### config.mk
export PLATFORM = sky130hd
export DESIGN_NAME = thumb16_instruction_decoder_top
export DESIGN_NICKNAME = d
export VERILOG_FILES = /design/src/t16dec_pkg.sv /design/src/t16dec_logic.sv /design/src/thumb16_instruction_decoder_top.sv
export VERILOG_INCLUDE_DIRS = /design/src /design/src/src
export SDC_FILE = /design/constraint.sdc
export NUM_CORES = 1
export LEC_CHECK = 0
export ABC_AREA = 1
export ABC_CLOCK_PERIOD_IN_PS = 7900
export BUFFER_PORTS_ARGS = -buffer_cell sky130_fd_sc_hd__buf_2
export CAP_MARGIN = 5
export CORE_ASPECT_RATIO = 0.7
export CORE_UTILIZATION = 25
export DETAILED_ROUTE_END_ITERATION = 12
export HOLD_SLACK_MARGIN = 0.15
export PLACE_DENSITY = 0.54
export SLEW_MARGIN = 40
export SYNTH_ARGS = -nofsm -noshare
export SYNTH_HDL_FRONTEND = slang
export SYNTH_SLANG_ARGS = --single-unit
export TNS_END_PERCENT = 100
### constraint.sdc
create_clock -name clk -period 7.9 [get_ports clk]
set_input_delay 1.58 -clock clk [delete_from_list [all_inputs] [get_ports clk]]
set_output_delay 1.58 -clock clk [all_outputs]
set_load 0.05 [all_outputs]
### src/thumb16_instruction_decoder_top_macros.svh
// Assertion macros used by the decoder top
`ifndef THUMB16_INSTRUCTION_DECODER_TOP_MACROS_SVH
`define THUMB16_INSTRUCTION_DECODER_TOP_MACROS_SVH

// implication checked on every clock edge outside reset
`define T16_ASSERT_IMP(label, ante, cons, msg) \
  label: assert property (@(posedge clk) disable iff (rst) (ante) |-> (cons)) \
    else $error(msg);

// implication whose consequent is checked in the cycle after the antecedent
`define T16_ASSERT_NEXT(label, ante, cons, msg) \
  label: assert property (@(posedge clk) disable iff (rst) (ante) |=> (cons)) \
    else $error(msg);

`endif

### src/t16dec_pkg.sv
// ---------------------------------------------------------------------------
// t16dec_pkg
// Types and mnemonic codes shared by the Thumb decoder modules.
// ---------------------------------------------------------------------------
package t16dec_pkg;

  localparam logic [6:0] M_UNDEF     = 7'd0;
  localparam logic [6:0] M_LSL_I     = 7'd1;
  localparam logic [6:0] M_LSR_I     = 7'd2;
  localparam logic [6:0] M_ASR_I     = 7'd3;
  localparam logic [6:0] M_ADD_R3    = 7'd4;
  localparam logic [6:0] M_SUB_R3    = 7'd5;
  localparam logic [6:0] M_ADD_I3    = 7'd6;
  localparam logic [6:0] M_SUB_I3    = 7'd7;
  localparam logic [6:0] M_MOV_I8    = 7'd8;
  localparam logic [6:0] M_CMP_I8    = 7'd9;
  localparam logic [6:0] M_ADD_I8    = 7'd10;
  localparam logic [6:0] M_SUB_I8    = 7'd11;
  localparam logic [6:0] M_DP_BASE   = 7'd12;
  localparam logic [6:0] M_ADD_HI    = 7'd28;
  localparam logic [6:0] M_CMP_HI    = 7'd29;
  localparam logic [6:0] M_MOV_HI    = 7'd30;
  localparam logic [6:0] M_CPY       = 7'd31;
  localparam logic [6:0] M_BX        = 7'd32;
  localparam logic [6:0] M_BLX_R     = 7'd33;
  localparam logic [6:0] M_LDR_PC    = 7'd34;
  localparam logic [6:0] M_RO_BASE   = 7'd35;
  localparam logic [6:0] M_STR_I     = 7'd43;
  localparam logic [6:0] M_LDR_I     = 7'd44;
  localparam logic [6:0] M_STRB_I    = 7'd45;
  localparam logic [6:0] M_LDRB_I    = 7'd46;
  localparam logic [6:0] M_STRH_I    = 7'd47;
  localparam logic [6:0] M_LDRH_I    = 7'd48;
  localparam logic [6:0] M_STR_SP    = 7'd49;
  localparam logic [6:0] M_LDR_SP    = 7'd50;
  localparam logic [6:0] M_ADR_PC    = 7'd51;
  localparam logic [6:0] M_ADD_SPREL = 7'd52;
  localparam logic [6:0] M_ADD_SP    = 7'd53;
  localparam logic [6:0] M_SUB_SP    = 7'd54;
  localparam logic [6:0] M_EXT_BASE  = 7'd55;
  localparam logic [6:0] M_REV       = 7'd59;
  localparam logic [6:0] M_REV16     = 7'd60;
  localparam logic [6:0] M_REVSH     = 7'd61;
  localparam logic [6:0] M_PUSH      = 7'd62;
  localparam logic [6:0] M_POP       = 7'd63;
  localparam logic [6:0] M_SETEND    = 7'd64;
  localparam logic [6:0] M_CPSIE     = 7'd65;
  localparam logic [6:0] M_CPSID     = 7'd66;
  localparam logic [6:0] M_BKPT      = 7'd67;
  localparam logic [6:0] M_STMIA     = 7'd68;
  localparam logic [6:0] M_LDMIA     = 7'd69;
  localparam logic [6:0] M_BCOND     = 7'd70;
  localparam logic [6:0] M_SWI       = 7'd71;
  localparam logic [6:0] M_B         = 7'd72;
  localparam logic [6:0] M_BLX_SUF   = 7'd73;
  localparam logic [6:0] M_BL_PRE    = 7'd74;
  localparam logic [6:0] M_BL_SUF    = 7'd75;

  localparam logic [3:0] REG_SP = 4'd13;
  localparam logic [3:0] REG_PC = 4'd15;
  localparam logic [3:0] COND_NONE = 4'd14;
  localparam logic [3:0] COND_SWI  = 4'd15;

  // packed MSB-first: mnemonic, declared last, is the lowest field
  typedef struct packed {
    logic              invalid;
    logic [2:0]        mode_flags;
    logic [8:0]        register_list;
    logic [3:0]        condition;
    logic signed [23:0] branch_offset;
    logic [9:0]        immediate;
    logic [3:0]        second_src_reg;
    logic [3:0]        first_src_reg;
    logic [3:0]        dest_reg;
    logic [6:0]        mnemonic;
  } dec_result_t;

  typedef struct packed {
    logic        pending;
    logic [10:0] value;
  } prefix_state_t;

endpackage

### src/t16dec_logic.sv
// ---------------------------------------------------------------------------
// t16dec_logic
// Combinational decode of one halfword against the held BL/BLX prefix.
// ---------------------------------------------------------------------------
module t16dec_logic (
  input  logic [15:0]                 instruction,
  input  t16dec_pkg::prefix_state_t   prefix,
  output t16dec_pkg::dec_result_t     result,
  output t16dec_pkg::prefix_state_t   prefix_next
);
  import t16dec_pkg::*;

  logic [2:0]  rd, rs, rb, r8;
  logic [4:0]  i5;
  logic [7:0]  i8;
  logic [10:0] i11;
  logic        b11;
  logic [3:0]  hd, hm, cond;
  logic        undef, keep, was;
  logic [23:0] off;
  logic [23:0] sum_off;
  dec_result_t r;

  assign rd  = instruction[2:0];
  assign rs  = instruction[5:3];
  assign rb  = instruction[8:6];
  assign r8  = instruction[10:8];
  assign i5  = instruction[10:6];
  assign i8  = instruction[7:0];
  assign i11 = instruction[10:0];
  assign b11 = instruction[11];
  assign hd  = {instruction[7], rd};
  assign hm  = instruction[6:3];
  assign cond = instruction[11:8];

  // prefix<<12 sign-extended, plus 4 and suffix*2
  assign sum_off = {prefix.value[10], prefix.value, 12'd0}
                 + {12'd0, i11, 1'b0} + 24'd4;

  always_comb begin
    r     = '0;
    undef = 1'b0;
    keep  = 1'b0;
    was   = prefix.pending;
    off   = '0;
    unique case (instruction[15:12])
      4'd0: begin
        r.mnemonic = b11 ? M_LSR_I : M_LSL_I;
        r.dest_reg = {1'b0, rd}; r.first_src_reg = {1'b0, rs};
        r.immediate = (b11 && i5 == 5'd0) ? 10'd32 : {5'd0, i5};
      end
      4'd1: begin
        r.dest_reg = {1'b0, rd}; r.first_src_reg = {1'b0, rs};
        if (!b11) begin
          r.mnemonic = M_ASR_I;
          r.immediate = (i5 == 5'd0) ? 10'd32 : {5'd0, i5};
        end else if (!instruction[10]) begin
          r.mnemonic = instruction[9] ? M_SUB_R3 : M_ADD_R3;
          r.second_src_reg = {1'b0, rb};
        end else begin
          r.mnemonic = instruction[9] ? M_SUB_I3 : M_ADD_I3;
          r.immediate = {7'd0, rb};
        end
      end
      4'd2: begin
        r.mnemonic = b11 ? M_CMP_I8 : M_MOV_I8;
        r.dest_reg = {1'b0, r8}; r.immediate = {2'd0, i8};
      end
      4'd3: begin
        r.mnemonic = b11 ? M_SUB_I8 : M_ADD_I8;
        r.dest_reg = {1'b0, r8}; r.first_src_reg = {1'b0, r8};
        r.immediate = {2'd0, i8};
      end
      4'd4: begin
        if (b11) begin
          r.mnemonic = M_LDR_PC; r.dest_reg = {1'b0, r8};
          r.first_src_reg = REG_PC; r.immediate = {i8, 2'b00};
        end else if (!instruction[10]) begin
          r.mnemonic = M_DP_BASE + {3'd0, instruction[9:6]};
          r.dest_reg = {1'b0, rd}; r.first_src_reg = {1'b0, rs};
        end else if (instruction[9:8] == 2'd3) begin
          r.mnemonic = instruction[7] ? M_BLX_R : M_BX;
          r.second_src_reg = hm;
        end else begin
          r.dest_reg = hd; r.first_src_reg = hm;
          case (instruction[9:8])
            2'd0:    r.mnemonic = M_ADD_HI;
            2'd1:    r.mnemonic = M_CMP_HI;
            default: r.mnemonic = (!hd[3] && !hm[3]) ? M_CPY : M_MOV_HI;
          endcase
        end
      end
      4'd5: begin
        r.mnemonic = M_RO_BASE + {4'd0, instruction[11:9]};
        r.dest_reg = {1'b0, rd}; r.first_src_reg = {1'b0, rs};
        r.second_src_reg = {1'b0, rb};
      end
      4'd6: begin
        r.mnemonic = b11 ? M_LDR_I : M_STR_I;
        r.dest_reg = {1'b0, rd}; r.first_src_reg = {1'b0, rs};
        r.immediate = {3'd0, i5, 2'b00};
      end
      4'd7: begin
        r.mnemonic = b11 ? M_LDRB_I : M_STRB_I;
        r.dest_reg = {1'b0, rd}; r.first_src_reg = {1'b0, rs};
        r.immediate = {5'd0, i5};
      end
      4'd8: begin
        r.mnemonic = b11 ? M_LDRH_I : M_STRH_I;
        r.dest_reg = {1'b0, rd}; r.first_src_reg = {1'b0, rs};
        r.immediate = {4'd0, i5, 1'b0};
      end
      4'd9: begin
        r.mnemonic = b11 ? M_LDR_SP : M_STR_SP;
        r.dest_reg = {1'b0, r8}; r.first_src_reg = REG_SP;
        r.immediate = {i8, 2'b00};
      end
      4'd10: begin
        r.mnemonic = b11 ? M_ADD_SPREL : M_ADR_PC;
        r.dest_reg = {1'b0, r8}; r.first_src_reg = b11 ? REG_SP : REG_PC;
        r.immediate = {i8, 2'b00};
      end
      4'd11: begin
        case (instruction[11:8])
          4'd0: begin
            r.mnemonic = instruction[7] ? M_SUB_SP : M_ADD_SP;
            r.dest_reg = REG_SP; r.first_src_reg = REG_SP;
            r.immediate = {1'b0, instruction[6:0], 2'b00};
          end
          4'd2: begin
            r.mnemonic = M_EXT_BASE + {5'd0, instruction[7:6]};
            r.dest_reg = {1'b0, rd}; r.first_src_reg = {1'b0, rs};
          end
          4'd4, 4'd5: begin
            r.mnemonic = M_PUSH; r.first_src_reg = REG_SP;
            r.register_list = instruction[8:0];
          end
          4'd12, 4'd13: begin
            r.mnemonic = M_POP; r.first_src_reg = REG_SP;
            r.register_list = instruction[8:0];
          end
          4'd6: begin
            if (!instruction[5]) begin
              r.mnemonic = M_SETEND; r.mode_flags = {2'd0, instruction[3]};
            end else begin
              r.mnemonic = instruction[4] ? M_CPSID : M_CPSIE;
              r.mode_flags = instruction[2:0];
            end
          end
          4'd10: begin
            r.dest_reg = {1'b0, rd}; r.first_src_reg = {1'b0, rs};
            case (instruction[7:6])
              2'd0:    r.mnemonic = M_REV;
              2'd1:    r.mnemonic = M_REV16;
              2'd3:    r.mnemonic = M_REVSH;
              default: undef = 1'b1;
            endcase
          end
          4'd14: begin
            r.mnemonic = M_BKPT; r.immediate = {2'd0, i8};
          end
          default: undef = 1'b1;
        endcase
      end
      4'd12: begin
        r.mnemonic = b11 ? M_LDMIA : M_STMIA;
        r.first_src_reg = {1'b0, r8}; r.register_list = {1'b0, i8};
      end
      4'd13: begin
        if (cond == COND_NONE) begin
          undef = 1'b1;
        end else if (cond == COND_SWI) begin
          r.mnemonic = M_SWI; r.immediate = {2'd0, i8};
        end else begin
          r.mnemonic = M_BCOND; r.condition = cond;
          off = {{15{i8[7]}}, i8, 1'b0} + 24'd4;
        end
      end
      default: begin
        if (instruction[15:12] == 4'd14 && !b11) begin
          r.mnemonic = M_B;
          off = {{12{i11[10]}}, i11, 1'b0} + 24'd4;
        end else if (instruction[15:12] == 4'd15 && !b11) begin
          r.mnemonic = M_BL_PRE;
          off = {i11[10], i11, 12'd0};
          keep = 1'b1;
        end else begin
          r.mnemonic = instruction[12] ? M_BL_SUF : M_BLX_SUF;
          if (was) begin
            off = instruction[12] ? sum_off : {sum_off[23:2], 2'b00};
            was = 1'b0;
          end else begin
            r.invalid = 1'b1;
          end
        end
      end
    endcase
    r.branch_offset = off;
    if (was) r.invalid = 1'b1;
    if (undef) begin
      r = '0;
      r.invalid = 1'b1;
    end
    result = r;
    prefix_next.pending = keep;
    prefix_next.value   = keep ? i11 : prefix.value;
  end

endmodule

### src/thumb16_instruction_decoder_top.sv
// ---------------------------------------------------------------------------
// thumb16_instruction_decoder_top
// Thumb 16-bit decoder with BL/BLX prefix joining, one halfword per cycle unless the output stalls.
// ---------------------------------------------------------------------------
// One request in, one decoded result out. A halfword is
// taken every cycle while the output register is empty or being drained; the
// decode is a single combinational pass into the result register. A BL/BLX
// prefix is held until the next halfword arrives and is joined to its suffix.
module thumb16_instruction_decoder_top (
  input  logic        clk,
  input  logic        rst,
  input  logic        s_tvalid,
  output logic        s_tready,
  input  logic [15:0] s_tdata,   // instruction[15:0]
  output logic        m_tvalid,
  input  logic        m_tready,
  // mnemonic[6:0] dest_reg[10:7] first_src_reg[14:11] second_src_reg[18:15]
  // immediate[28:19] branch_offset[52:29] condition[56:53]
  // register_list[65:57] mode_flags[68:66] invalid[69], zero to [71]
  output logic [71:0] m_tdata
);
  import t16dec_pkg::*;
  `include "thumb16_instruction_decoder_top_macros.svh"

  prefix_state_t prefix, prefix_next;
  dec_result_t   result_next, result;
  logic          take;

  assign s_tready = !m_tvalid || m_tready;
  assign take     = s_tvalid && s_tready;

  t16dec_logic u_logic (
    .instruction (s_tdata),
    .prefix      (prefix),
    .result      (result_next),
    .prefix_next (prefix_next)
  );

  always_ff @(posedge clk) begin
    if (rst) begin
      prefix   <= '0;
      m_tvalid <= 1'b0;
    end else begin
      if (take) prefix <= prefix_next;
      if (take) m_tvalid <= 1'b1;
      else if (m_tready) m_tvalid <= 1'b0;
    end
  end

  always_ff @(posedge clk) begin
    if (take) result <= result_next;
  end

  assign m_tdata = {2'b00, result};

  `T16_ASSERT_NEXT(a_prefix_held, take && s_tdata[15:11] == 5'b11110,
    prefix.pending, "prefix not held")
  `T16_ASSERT_NEXT(a_prefix_drop, take && s_tdata[15:11] != 5'b11110,
    !prefix.pending, "prefix not dropped")
  `T16_ASSERT_IMP(a_undef_clean, m_tvalid && result.mnemonic == M_UNDEF,
    result.invalid && result.branch_offset == '0, "undef result not cleared")
  `T16_ASSERT_NEXT(a_hold, m_tvalid && !m_tready, m_tvalid && $stable(m_tdata),
    "result lost while stalled")

endmodule

==> out/results.txt <==
die width -> 176.0 um
gr usage total -> 17.71%
Commonest cells post-synth -> nand2_1 (199), nor2_1 (100), edfxtp_1 (69), inv_1 (66), nand3_1 (57)
largest area contributor in the netlist -> edfxtp_1
fin util -> 30.11%
Pre-Repair DR Iteration Count -> 12
Initial Util -> 25.53%
CTS tree -> built
Layout Skew -> 0.004711 ns
Setup violations, final -> 0
PortBufs -> 90
post-synth top area share -> 39.10%
NetSw -> 0.3818 mW
Clk Latency, worst-skew pair -> 0.36 ns
Int Pwr -> 0.7669 mW
vias in the first global route -> 4552
area delta synth->final -> 17.92%
Placed Instances -> 1051
fin. max-slew vios -> 0
Critical Path RT -> 7.99 ns
1st-iter DRT viols -> 672
Worst Tran Pin Value -> 0.6757 ns
average routed wire per standard cell -> 17.39 um
Die Y-Extent -> 123.8 um
Max clock buf depth -> 2
worst setup path endpoint -> m_tdata[22]
Syn Inst Count -> 706
failing checks -> DRC
Netlist Area Pre-Place -> 5299 um2
Slew HR -> 54.95%
core area -> 20750 um2
via count -> 5139
Final nets -> 819
post_cts resized -> 0
first-pass GRT wire length -> 28070 um
Root Driver -> clkbuf_16
Leak -> 2.828 nW
DR DRC count -> 1
Final period util -> 45.76%
Clock Power Share -> 35.1%
Max VDD drop -> 103.4 uV
post-route cell area -> 6248 um2
Final Hold Fails -> 0
HP Class -> reg2reg
fin cells -> 1067
fraction of registers with async set/reset -> 0%
CTS Buf Count -> 9
dpl cell area -> 5974 um2
drt via density -> 4.816
sequential share of the synthesized area -> 44.01%
Post-DRT Antenna Nets -> 0
Setup TNS Final -> 0 ns
setup bufs post-CTS -> 0
CP startpoint -> s_tdata[7]
switching fraction of total power -> 33.24%
DP HPWL -> 13640 um
CP Launch Type -> input port
die area -> 21790 um2
#FFs+latches synth -> 82
Clk pin slew, worst setup/hold paths -> 0.06 ns
RSZ-0062 raised after global routing -> false
Cell Rows -> 44
Yosys cell types -> 41
EDFF count, synth -> 69
Critical Path AT -> 3.71 ns
detailed-route wire length -> 18560 um
pin count of the biggest net entering global routing -> 70
worst reg2reg path endpoint -> m_tdata[50]
Routability Congestion -> 0.9734
Flop pwr share -> 44.0%
r2r setup slk -> 6.19 ns
Crit. End Element -> flip-flop
Ant. Diodes -> 0
critical path class -> in2reg
YS warnings -> 0
top_reg_cell synth -> edfxtp_1
most frequent cell after synthesis -> nand2_1
Pwr Density -> 183.8 nW/um2
# Max-Cap Violations -> 0
crit path time final -> 3.615 ns
IO Pins -> 94
outcome -> finished, violations left
Clock H-tree levels -> 3
R2R Path Start -> prefix[0]
grt ovf -> 0
clk sinks -> 82
Register-to-Register Path Depth -> 9
CTS Hold Bufs -> 0
layout cells sized above 1 -> 18.20%
Comb pwr share -> 20.9%
Synth area leaders -> edfxtp_1 (39%), nand2_1 (14%), nor2_1 (7.1%), nand3_1 (5.4%), dfxtp_1 (4.9%)
Syn Area/Cell -> 7.505 um2
fmax -> 276.6 MHz
initial antenna violation count -> 0
hold slack final -> 0.4838 ns
CP Max Fanout -> 14
## area by class of cell
| cell class | instances | area (um2) |
|---|---|---|
| Clock buffer | 12 | 246.5 |
| Clock inverter | 4 | 27.53 |
| Fill cell | 2283 | 14510 |
| Inverter | 80 | 300.3 |
| Multi-Input combinational cell | 521 | 2527 |
| Sequential cell | 82 | 2332 |
| Tap cell | 276 | 345.3 |
| Timing Repair Buffer | 92 | 469.2 |
## routing by layer
metal / vias up / routed length (um) / part of all wire [%] / track usage, %
met4: 0 / 231 / 1.2 / 4.891
met1: 2351 / 9428 / 51 / 26.88
met3: 16 / 2030 / 11 / 6.380
met5: - / 0 / 0 / 0
li1: 2488 / - / - / -
met2: 284 / 6867 / 37 / 22.65
## flip-flops by register name, indices dropped and copies added, names as in the netlist
| signal | cells |
|---|---|
| m_tdata | 69 |
| m_tvalid | 1 |
| prefix | 12 |
## per-stage QoR
| step | total power [mW] | setup slack [ns] |
|---|---|---|
| global placement | 0.7544 | 3.867 |
| finish | 1.149 | 4.285 |
| detailed placement | 0.7518 | 3.999 |
| global route | 1.196 | 4.179 |
| CTS | 1.158 | 4.292 |
| floorplan | 0.6871 | 3.691 |
## kinds of logic (layout without fill, tap and decap cells)
logic type,count (synthesis),after routing,synth area share (%)
AND/OR/NAND/NOR,391,391,31.83
adder cells (fa/ha/maj),13,13,3.070
other,1,3,0.07077
flip-flops,82,82,44.01
buffers and inverters,105,188,8.430
XOR/XNOR,8,8,1.322
AO/OA/AOI/OAI,106,106,11.26
## power groups by stage
stage	clock (mW)	combinational (mW)	sequential, mW
2_1_floorplan	0	0.0911	0.596
4_1_cts	0.414	0.239	0.506
3_3_place_gp	0	0.239	0.515
3_5_place_dp	0	0.237	0.514
5_1_grt	0.432	0.257	0.507
6_report	0.404	0.240	0.505
## critical path: stages
cell     delay (ns)
buf_2          0.21
inv_1          0.48
ha_1           0.39
nand3_1        0.21
o21ai_0        0.36
nand2_1        0.08
o21ai_0        0.25
nand3_1        0.14
## layout by cell type (no fill, tap or decap), types with 5 or more instances in the layout
cell	netlist	routed
a21oi_1	36	36
buf_2	9	90
clkbuf_16	0	9
dfxtp_1	13	13
edfxtp_1	69	69
ha_1	13	13
inv_1	66	65
inv_2	12	13
nand2_1	199	199
nand2_2	6	6
nand3_1	57	57
nand4_1	5	5
nor2_1	100	100
nor2_4	5	5
o211ai_1	8	8
o21ai_0	42	42
o22ai_1	6	6
xor2_1	8	8
## worst min-delay path by stage
stage / end / depth (start not counted) / slack, ns / startpoint
2_1_floorplan: prefix[10] / 2 / 0.45 / prefix[10]
3_3_place_gp: prefix[10] / 2 / 0.47 / prefix[10]
3_5_place_dp: prefix[10] / 2 / 0.48 / prefix[10]
4_1_cts: prefix[10] / 2 / 0.49 / prefix[10]
5_1_grt: prefix[10] / 2 / 0.52 / prefix[10]
6_report: prefix[10] / 2 / 0.48 / prefix[10]
No activity file was read; power rests on OpenSTA's default activity.
